==> config.mk <==
export PLATFORM = sky130hd
export DESIGN_NAME = set_union_intersection_engine
export DESIGN_NICKNAME = d
export VERILOG_FILES = /design/src/rtl/suie_pkg.sv /design/src/rtl/suie_datapath.sv /design/src/rtl/suie_ctrl.sv /design/src/rtl/set_union_intersection_engine.sv
export SDC_FILE = /design/constraint.sdc
export NUM_CORES = 2
export LEC_CHECK = 0
export BUFFER_PORTS_ARGS = -buffer_cell sky130_fd_sc_hd__buf_2
export CORE_ASPECT_RATIO = 2
export CORE_MARGIN = 2
export CORE_UTILIZATION = 35
export DETAILED_ROUTE_END_ITERATION = 12
export GPL_TIMING_DRIVEN = 1
export SYNTH_ARGS = -nofsm -noshare
export SYNTH_HDL_FRONTEND = slang
export SYNTH_SLANG_ARGS = --single-unit
==> constraint.sdc <==
create_clock -name clk -period 8 [get_ports clk]
set_input_delay 0.4 -clock clk [delete_from_list [all_inputs] [get_ports clk]]
set_output_delay 0.4 -clock clk [all_outputs]
set_load 0.02 [all_outputs]
==> src/rtl/suie_pkg.sv <==
// ----------------------------------------------------------------------------
// Set union / intersection engine - package
// Shared constants, command codes and controller/datapath interface types.
// ----------------------------------------------------------------------------
package suie_pkg;

  // Default store depth (elements per set)
  localparam int SET_DEPTH_DEF = 32;

  // Element width
  localparam int ELEM_W = 32;

  // Input command codes
  localparam logic [1:0] CMD_CLEAR  = 2'd0;
  localparam logic [1:0] CMD_LOAD_A = 2'd1;
  localparam logic [1:0] CMD_LOAD_B = 2'd2;
  localparam logic [1:0] CMD_RUN    = 2'd3;

  // Operation register codes
  localparam logic OP_UNION     = 1'b0;
  localparam logic OP_INTERSECT = 1'b1;

  // Controller to datapath commands
  typedef struct packed {
    logic wr_a;     // write element into set A at waddr
    logic wr_b;     // write element into set B at waddr
    logic scan_a;   // read issued on A port is a compare read
    logic scan_b;   // read issued on B port is a compare read
    logic cand_a;   // capture A read data as candidate
    logic cand_b;   // capture B read data as candidate
    logic hit_clr;  // clear match flag
    logic take;     // candidate is a result
    logic finish;   // close the run, flush pending result
  } dp_cmd_t;

  // Datapath to controller status
  typedef struct packed {
    logic out_free; // output register can take an item this cycle
    logic hit;      // candidate matched during the last scan
  } dp_stat_t;

endpackage

==> src/rtl/suie_datapath.sv <==
// ----------------------------------------------------------------------------
// Set union / intersection engine - datapath
// Set stores, candidate compare, one-deep result hold and output register.
// ----------------------------------------------------------------------------
module suie_datapath #(
  parameter int SET_DEPTH = suie_pkg::SET_DEPTH_DEF,
  localparam int AW = (SET_DEPTH > 1) ? $clog2(SET_DEPTH) : 1
) (
  input  logic                              clk,
  input  logic                              rst,
  input  suie_pkg::dp_cmd_t                 cmd,
  output suie_pkg::dp_stat_t                stat,
  input  logic [AW-1:0]                     waddr,
  input  logic [AW-1:0]                     a_raddr,
  input  logic [AW-1:0]                     b_raddr,
  input  logic signed [suie_pkg::ELEM_W-1:0] element,
  output logic                              out_valid,
  input  logic                              out_ready,
  output logic signed [suie_pkg::ELEM_W-1:0] out_data,
  output logic                              out_last,
  output logic                              out_empty
);

  logic signed [suie_pkg::ELEM_W-1:0] mem_a [SET_DEPTH];
  logic signed [suie_pkg::ELEM_W-1:0] mem_b [SET_DEPTH];
  logic signed [suie_pkg::ELEM_W-1:0] a_rdata;
  logic signed [suie_pkg::ELEM_W-1:0] b_rdata;
  logic signed [suie_pkg::ELEM_W-1:0] cand;
  logic signed [suie_pkg::ELEM_W-1:0] pend_value;
  logic                               pend_valid;
  logic                               cmp_a;
  logic                               cmp_b;
  logic                               hit;
  logic                               out_load;

  // Set A store: one write, one registered read
  always_ff @(posedge clk) begin
    if (cmd.wr_a) begin
      mem_a[waddr] <= element;
    end
    a_rdata <= mem_a[a_raddr];
  end

  // Set B store: one write, one registered read
  always_ff @(posedge clk) begin
    if (cmd.wr_b) begin
      mem_b[waddr] <= element;
    end
    b_rdata <= mem_b[b_raddr];
  end

  // Capture the candidate element
  always_ff @(posedge clk) begin
    if (cmd.cand_a) begin
      cand <= a_rdata;
    end else if (cmd.cand_b) begin
      cand <= b_rdata;
    end
  end

  // Compare read data in the cycle after its scan read, accumulate a match
  always_ff @(posedge clk) begin
    if (rst) begin
      cmp_a <= 1'b0;
      cmp_b <= 1'b0;
      hit   <= 1'b0;
    end else begin
      cmp_a <= cmd.scan_a;
      cmp_b <= cmd.scan_b;
      if (cmd.hit_clr) begin
        hit <= 1'b0;
      end else if ((cmp_a && (a_rdata == cand)) || (cmp_b && (b_rdata == cand))) begin
        hit <= 1'b1;
      end
    end
  end

  // Hold one result back so the final one can carry last
  assign out_load = (cmd.take && pend_valid) || cmd.finish;

  always_ff @(posedge clk) begin
    if (rst) begin
      pend_valid <= 1'b0;
      out_valid  <= 1'b0;
    end else begin
      if (cmd.finish) begin
        pend_valid <= 1'b0;
      end else if (cmd.take) begin
        pend_valid <= 1'b1;
      end
      if (out_load) begin
        out_valid <= 1'b1;
      end else if (out_ready) begin
        out_valid <= 1'b0;
      end
    end
  end

  // Result payload
  always_ff @(posedge clk) begin
    if (cmd.take) begin
      pend_value <= cand;
    end
    if (out_load) begin
      out_data  <= (cmd.finish && !pend_valid) ? '0 : pend_value;
      out_last  <= cmd.finish;
      out_empty <= cmd.finish && !pend_valid;
    end
  end

  assign stat.out_free = !out_valid || out_ready;
  assign stat.hit      = hit;

endmodule

==> src/rtl/suie_ctrl.sv <==
// ----------------------------------------------------------------------------
// Set union / intersection engine - controller
// Command decode, set counts, operation register and run sequencer.
// ----------------------------------------------------------------------------
module suie_ctrl #(
  parameter int SET_DEPTH = suie_pkg::SET_DEPTH_DEF,
  localparam int AW = (SET_DEPTH > 1) ? $clog2(SET_DEPTH) : 1,
  localparam int CW = $clog2(SET_DEPTH + 1)
) (
  input  logic               clk,
  input  logic               rst,
  input  logic               in_valid,
  output logic               in_ready,
  input  logic [1:0]         in_cmd,
  input  logic               cfg_wen,
  input  logic               cfg_wdata,
  input  suie_pkg::dp_stat_t stat,
  output suie_pkg::dp_cmd_t  cmd,
  output logic [AW-1:0]      waddr,
  output logic [AW-1:0]      a_raddr,
  output logic [AW-1:0]      b_raddr
);

  localparam logic [3:0] ST_IDLE    = 4'd0;
  localparam logic [3:0] ST_UA_RD   = 4'd1;
  localparam logic [3:0] ST_UA_LD   = 4'd2;
  localparam logic [3:0] ST_UA_TAKE = 4'd3;
  localparam logic [3:0] ST_UB_RD   = 4'd4;
  localparam logic [3:0] ST_UB_LD   = 4'd5;
  localparam logic [3:0] ST_SCAN_A  = 4'd6;
  localparam logic [3:0] ST_SCAN_B  = 4'd7;
  localparam logic [3:0] ST_DRAIN   = 4'd8;
  localparam logic [3:0] ST_DECIDE  = 4'd9;
  localparam logic [3:0] ST_I_RD    = 4'd10;
  localparam logic [3:0] ST_I_LD    = 4'd11;
  localparam logic [3:0] ST_FIN     = 4'd12;

  localparam logic [CW-1:0] DEPTH_C = CW'(SET_DEPTH);

  logic [3:0]    state, state_next;
  logic [CW-1:0] cnt_a, cnt_a_next;
  logic [CW-1:0] cnt_b, cnt_b_next;
  logic [CW-1:0] idx_i, idx_i_next;
  logic [CW-1:0] idx_j, idx_j_next;
  logic          operation, operation_next;
  logic [CW-1:0] scan_b_lim;
  logic          keep;
  logic [3:0]    after_decide;

  // Union scans B below the candidate, intersection scans all of B
  assign scan_b_lim   = (operation == suie_pkg::OP_UNION) ? idx_i : cnt_b;
  assign keep         = (operation == suie_pkg::OP_UNION) ? !stat.hit : stat.hit;
  assign after_decide = (operation == suie_pkg::OP_UNION) ? ST_UB_RD : ST_I_RD;
  assign in_ready     = (state == ST_IDLE);

  // Next-state and command decode
  always_comb begin
    state_next     = state;
    cnt_a_next     = cnt_a;
    cnt_b_next     = cnt_b;
    idx_i_next     = idx_i;
    idx_j_next     = idx_j;
    operation_next = cfg_wen ? cfg_wdata : operation;
    cmd            = '0;
    waddr          = cnt_a[AW-1:0];
    a_raddr        = idx_i[AW-1:0];
    b_raddr        = idx_i[AW-1:0];

    case (state)
      ST_IDLE: begin
        if (in_valid) begin
          case (in_cmd)
            suie_pkg::CMD_CLEAR: begin
              cnt_a_next = '0;
              cnt_b_next = '0;
            end
            suie_pkg::CMD_LOAD_A: begin
              if (cnt_a < DEPTH_C) begin
                cmd.wr_a   = 1'b1;
                cnt_a_next = cnt_a + 1'b1;
              end
            end
            suie_pkg::CMD_LOAD_B: begin
              waddr = cnt_b[AW-1:0];
              if (cnt_b < DEPTH_C) begin
                cmd.wr_b   = 1'b1;
                cnt_b_next = cnt_b + 1'b1;
              end
            end
            suie_pkg::CMD_RUN: begin
              idx_i_next = '0;
              state_next = (operation == suie_pkg::OP_UNION) ? ST_UA_RD : ST_I_RD;
            end
            default: begin
              state_next = ST_IDLE;
            end
          endcase
        end
      end

      // Union: pass all of A through
      ST_UA_RD: begin
        if (idx_i == cnt_a) begin
          idx_i_next = '0;
          state_next = ST_UB_RD;
        end else begin
          state_next = ST_UA_LD;
        end
      end
      ST_UA_LD: begin
        cmd.cand_a = 1'b1;
        state_next = ST_UA_TAKE;
      end
      ST_UA_TAKE: begin
        if (stat.out_free) begin
          cmd.take   = 1'b1;
          idx_i_next = idx_i + 1'b1;
          state_next = ST_UA_RD;
        end
      end

      // Union: fetch the next B candidate
      ST_UB_RD: begin
        if (idx_i == cnt_b) begin
          state_next = ST_FIN;
        end else begin
          state_next = ST_UB_LD;
        end
      end
      ST_UB_LD: begin
        cmd.cand_b  = 1'b1;
        cmd.hit_clr = 1'b1;
        idx_j_next  = '0;
        state_next  = ST_SCAN_A;
      end

      // Stream A past the candidate
      ST_SCAN_A: begin
        a_raddr = idx_j[AW-1:0];
        if (idx_j == cnt_a) begin
          idx_j_next = '0;
          state_next = ST_SCAN_B;
        end else begin
          cmd.scan_a = 1'b1;
          idx_j_next = idx_j + 1'b1;
        end
      end

      // Stream B past the candidate
      ST_SCAN_B: begin
        b_raddr = idx_j[AW-1:0];
        if (idx_j == scan_b_lim) begin
          state_next = ST_DRAIN;
        end else begin
          cmd.scan_b = 1'b1;
          idx_j_next = idx_j + 1'b1;
        end
      end

      // Let the last compare land
      ST_DRAIN: begin
        state_next = ST_DECIDE;
      end

      // Keep or drop the candidate
      ST_DECIDE: begin
        if (!keep) begin
          idx_i_next = idx_i + 1'b1;
          state_next = after_decide;
        end else if (stat.out_free) begin
          cmd.take   = 1'b1;
          idx_i_next = idx_i + 1'b1;
          state_next = after_decide;
        end
      end

      // Intersection: fetch the next A candidate
      ST_I_RD: begin
        if (idx_i == cnt_a) begin
          state_next = ST_FIN;
        end else begin
          state_next = ST_I_LD;
        end
      end
      ST_I_LD: begin
        cmd.cand_a  = 1'b1;
        cmd.hit_clr = 1'b1;
        idx_j_next  = '0;
        state_next  = ST_SCAN_B;
      end

      // Flush the held result with last, or report an empty set
      ST_FIN: begin
        if (stat.out_free) begin
          cmd.finish = 1'b1;
          state_next = ST_IDLE;
        end
      end

      default: begin
        state_next = ST_IDLE;
      end
    endcase
  end

  // Control registers
  always_ff @(posedge clk) begin
    if (rst) begin
      state     <= ST_IDLE;
      cnt_a     <= '0;
      cnt_b     <= '0;
      idx_i     <= '0;
      idx_j     <= '0;
      operation <= suie_pkg::OP_UNION;
    end else begin
      state     <= state_next;
      cnt_a     <= cnt_a_next;
      cnt_b     <= cnt_b_next;
      idx_i     <= idx_i_next;
      idx_j     <= idx_j_next;
      operation <= operation_next;
    end
  end

endmodule

==> src/rtl/set_union_intersection_engine.sv <==
// ----------------------------------------------------------------------------
// Set union / intersection engine - top level
// Loads two sets of signed 32-bit elements and streams their union or
// intersection on a run command.
//
//   channel   direction  payload
//   s_*       in         tdata = element, tuser = command
//   m_*       out        tdata = result_value, tlast = last, tuser = empty_res
//   cfg_*     in         cfg_wdata = operation (0 union, 1 intersection)
//
// Clear and load items keep s_tready high; s_tready is low during a run.
// Union run: each A element passes straight through, then each B element is
// scanned against all of A and the B elements before it; intersection: each
// A element is scanned against all of B. Each set store has one read port.
// Reset (rst, synchronous) empties both sets and selects union.
// A stalled m_tready holds the sequencer at its next result.
// ----------------------------------------------------------------------------
module set_union_intersection_engine #(
  parameter int SET_DEPTH = suie_pkg::SET_DEPTH_DEF
) (
  input  logic        clk,
  input  logic        rst,
  input  logic        s_tvalid,
  output logic        s_tready,
  input  logic [31:0] s_tdata,   // [31:0] element
  input  logic [1:0]  s_tuser,   // [1:0] command
  output logic        m_tvalid,
  input  logic        m_tready,
  output logic [31:0] m_tdata,   // [31:0] result_value
  output logic        m_tlast,
  output logic        m_tuser,   // [0] empty_res
  input  logic        cfg_wen,
  input  logic        cfg_wdata
);

  localparam int AW = (SET_DEPTH > 1) ? $clog2(SET_DEPTH) : 1;

  suie_pkg::dp_cmd_t                  cmd;
  suie_pkg::dp_stat_t                 stat;
  logic [AW-1:0]                      waddr;
  logic [AW-1:0]                      a_raddr;
  logic [AW-1:0]                      b_raddr;
  logic signed [suie_pkg::ELEM_W-1:0] out_data;

  // Sequencer
  suie_ctrl #(
    .SET_DEPTH (SET_DEPTH)
  ) u_ctrl (
    .clk       (clk),
    .rst       (rst),
    .in_valid  (s_tvalid),
    .in_ready  (s_tready),
    .in_cmd    (s_tuser),
    .cfg_wen   (cfg_wen),
    .cfg_wdata (cfg_wdata),
    .stat      (stat),
    .cmd       (cmd),
    .waddr     (waddr),
    .a_raddr   (a_raddr),
    .b_raddr   (b_raddr)
  );

  // Stores and result path
  suie_datapath #(
    .SET_DEPTH (SET_DEPTH)
  ) u_datapath (
    .clk       (clk),
    .rst       (rst),
    .cmd       (cmd),
    .stat      (stat),
    .waddr     (waddr),
    .a_raddr   (a_raddr),
    .b_raddr   (b_raddr),
    .element   ($signed(s_tdata)),
    .out_valid (m_tvalid),
    .out_ready (m_tready),
    .out_data  (out_data),
    .out_last  (m_tlast),
    .out_empty (m_tuser)
  );

  assign m_tdata = $unsigned(out_data);

endmodule

==> impl_metrics.env <==
export IMPL_critPathBufInv=2
export IMPL_holdPathStages=4
export IMPL_hpwl_um=141000
export IMPL_worstMarginPinSlew_ps=1384
export IMPL_cts_tree="done"
export IMPL_die_y_um=707.6
export IMPL_antenna_left=0
export IMPL_fin_skew_ps=41.20
export IMPL_cts_root_buffer="clkbuf_16"
export IMPL_clk_latency_ps=850
export IMPL_slowest_stage="dfxtp_1"
export IMPL_ys_seq_elements=2244
export IMPL_ys_types=62
export IMPL_slowest_delay_ps=780
export IMPL_slew_viol_final=0
export IMPL_cts_buffers=191
export IMPL_crit_family="buffers and inverters"
export IMPL_grt_setup_unrepaired="false"
export IMPL_finalCritPeriodShare=0.6273
export IMPL_clk_path_buf_depth=4
export IMPL_grt_pass1_vias=51797
export IMPL_cp_end_kind="flop"
export IMPL_io_pins=76
export IMPL_gp_congestion=0.8493
export IMPL_synth_net_count=6062
export IMPL_seq_area_frac_synth=0.7664
export IMPL_grt_antenna_before_repair=29
export IMPL_yosysWarnings=0
export IMPL_area_growth_pct=12.63
export IMPL_grt_use_total=0.2007
export IMPL_postCtsSetupRepairBufs=0
export IMPL_cp_arrival_ps=5760
export IMPL_wl_per_cell_um=27.45
export IMPL_cts_hold_buf=4
export IMPL_hold_start="s_tuser[0]"
export IMPL_drtPass1Iterations=9
export IMPL_outcome="complete, but fails checks"
export IMPL_fmax_mhz=199.3
export IMPL_finalSetupTns_ps=0
export IMPL_die_w_um=355.8
export IMPL_die_area_mm2=0.2518
export IMPL_period_needed_ps=5018
export IMPL_vias_per_cell=5.521
export IMPL_hold_viol_final=0
export IMPL_synth_edf_count=2146
export IMPL_drc=3
export IMPL_setup_worst_path_start_class="flop"
export IMPL_crit_fanout=210
export IMPL_vias=52127
export IMPL_nets=6072
export IMPL_syn_area_mm2=0.08664
export IMPL_cts_sinks=2244
export IMPL_fin_ws_ps=2982
export IMPL_syn_avg_cell_area_um2=14.40
export IMPL_clk_pin_slew_ps=70
export IMPL_timing_rr_end="u_datapath.a_rdata[23]"
export IMPL_synthFlopType="edfxtp_1"
export IMPL_grt_pass1_wl_um=365800
export IMPL_synth_area_leaders="edfxtp_1 74%, nand2_1 6.8%, mux2i_1 3.2%"
export IMPL_grt_max_degree=211
export IMPL_path_class="flop to flop"
export IMPL_holdCritPathClass="input port to flop"
export IMPL_core_area_mm2=0.2466
export IMPL_ctsResizeCount=0
export IMPL_reg2reg_setup_slack_ps=2980
export IMPL_yosysTopAreaCell="edfxtp_1"
export IMPL_violations="design-rule violations"
export IMPL_layout_drive_gt1_share=0.1005
export IMPL_crit_path_cell_trace="and4bb_1 -> mux2i_4 -> buf_12 -> buf_12 -> nand2_1 -> a32oi_1 -> a31oi_1 -> nor4_1"
export IMPL_power_density_mw_per_mm2=251.2
export IMPL_ff2ff_path_depth=8
export IMPL_slew_headroom=0.06982
export IMPL_syn_inst=6018
export IMPL_p_leak_nw=30.63
export IMPL_rows=258
export IMPL_initial_core_util=0.3513
export IMPL_setup_viol=0
export IMPL_drtIter0Drc=5851
export IMPL_timing_rr_start="u_ctrl.state[2]"
export IMPL_vdd_drop_max_v=0.0001762
export IMPL_cp_common_cell="buf_12"
export IMPL_hold_path_end="u_ctrl.cnt_b[0]"
export IMPL_htreeDepth=4
export IMPL_cp_required_ps=8740
export IMPL_numPortBuffers=75
export IMPL_place_worst_setup_slack_ps=3139
export IMPL_async_reset_ff_frac=0
export IMPL_cap_violations=0
export IMPL_synth_top_area_frac=0.7438
export IMPL_finalWirelength_um=259200
export IMPL_grt_ovfl_total=0
[worst max-delay path by stage]
stage,startpoint,endpoint,slack [ps],depth (start not counted)
finish,u_ctrl.state[2],u_datapath.a_rdata[23],2980,8
global route,u_ctrl.state[2],u_datapath.a_rdata[23],2860,8
CTS,u_ctrl.state[2],u_datapath.a_rdata[16],3100,7
detailed placement,u_ctrl.state[2],u_datapath.a_rdata[23],3140,8
global placement,u_ctrl.state[2],u_datapath.a_rdata[16],3250,7
floorplan,u_ctrl.state[1],u_datapath.mem_a[0][0],4080,6
[cell families after synthesis]
kind of cell,count (synthesis),synth area share
xor gates and xnor gates,97,0.009806
DFF,2244,0.7664
muxes,316,0.03729
AOI/OAI and AO/OA,585,0.05015
buffers and inverters,391,0.01944
adders and majority gates,4,0.0005777
and+or+nand+nor,2381,0.1163
[cell type report]
type	instances	area, µm²
timing repair buffer	197	1526
tap	3250	4066
sequential	2244	66400
fill	22592	149000
clock inverter	105	1181
antenna	11	27.53
clock buffer	240	5167
inverter	11	41.29
multi-input combinational	3383	19170
[power breakdown]
part / switching [W] / internal, W / leakage, nW
clock: 0.00426 / 0.00535 / 3.12
sequential: 0.000283 / 0.0131 / 20.1
combinational: 0.00107 / 0.000453 / 7.40
total: 0.00561 / 0.0189 / 30.6
[layout by cell type (no fill, tap or decap), types with 10 or more instances in the layout]
| cell | n |
|---|---|
| clkinv_2 | 35 |
| buf_4 | 100 |
| mux2i_1 | 273 |
| a21oi_1 | 19 |
| nor4_1 | 71 |
| nand2_1 | 1562 |
| buf_2 | 75 |
| inv_1 | 11 |
| nand3_1 | 528 |
| a32oi_1 | 257 |
| nand4_1 | 20 |
| xor2_1 | 16 |
| xnor2_1 | 81 |
| diode_2 | 11 |
| nand2b_1 | 10 |
| buf_12 | 18 |
| a31oi_1 | 257 |
| o21ai_0 | 11 |
| dfxtp_1 | 98 |
| edfxtp_1 | 2146 |
| clkbuf_8 | 14 |
| nor2_1 | 39 |
| nor2b_1 | 36 |
| nor2_4 | 72 |
| clkbuf_16 | 194 |
| clkbuf_1 | 32 |
| nand2_2 | 10 |
| mux2_2 | 38 |
| bufinv_16 | 23 |
| clkinv_1 | 23 |
[worst register-to-register path, delay by kind of cell, from the launching register on]
family / cells / cell delay (ps)
AO/OA/AOI/OAI: 2 / 790
buffers and inverters: 2 / 1550
flip-flops: 1 / 780
multiplexers: 1 / 360
AND/OR/NAND/NOR: 3 / 1440
[cells in the mapped netlist (all sizes together), types with 5 or more instances]
library cell,count
nand4,20
nand3,528
nand3b,5
a21o,6
inv,11
clkbuf,194
xor2,16
o21ai,12
mux2,41
a31oi,257
a32oi,257
nor4,74
nor2,111
xnor2,81
a21oi,20
nand2b,10
mux2i,275
and3,5
buf,186
nor3,5
dfxtp,98
nor2b,37
a41oi,5
edfxtp,2146
nand2,1572
[registers in the layout, indices dropped and copies added, names as in the netlist]
register	flops
u_datapath.mem_a	1024
u_datapath.mem_b	1024
u_datapath.a_rdata	32
u_datapath.b_rdata	32
u_datapath.cand	32
u_datapath.out_data	32
u_datapath.pend_value	32
u_ctrl.cnt_a	6
u_ctrl.cnt_b	6
u_ctrl.idx_i	6
u_ctrl.idx_j	6
u_ctrl.state	4
u_ctrl.operation	1
u_datapath.cmp_a	1
u_datapath.cmp_b	1
u_datapath.hit	1
u_datapath.out_empty	1
u_datapath.out_last	1
u_datapath.out_valid	1
u_datapath.pend_valid	1
[layer usage]
| metal | vias to the layer above | share of wire | global-route usage |
|---|---|---|---|
| li1 | 22568 | - | - |
| met1 | 26757 | 0.35 | 0.2180 |
| met2 | 2091 | 0.53 | 0.3698 |
| met3 | 701 | 0.056 | 0.02375 |
| met4 | 10 | 0.068 | 0.1221 |
| met5 | - | 0.00025 | 0 |
[stage by stage]
| step | total power, W | hold slack, ps | utilization | cells | cell area [µm²] |
|---|---|---|---|---|---|
| 3_3_place_gp | 0.01512 | 505.7 | 0.3695 | 9079 | 91130 |
| 2_1_floorplan | 0.01433 | 481.8 | - | 6018 | 86640 |
| 5_1_grt | 0.02513 | 140.1 | 0.3956 | 9432 | 97560 |
| 6_report | 0.02451 | 113.8 | 0.3957 | 9441 | 97590 |
| 3_5_place_dp | 0.01515 | 508.5 | 0.3696 | 9080 | 91150 |
| 4_1_cts | 0.02463 | 73.64 | 0.3955 | 9429 | 97540 |
(Power assumes the default switching activity.)
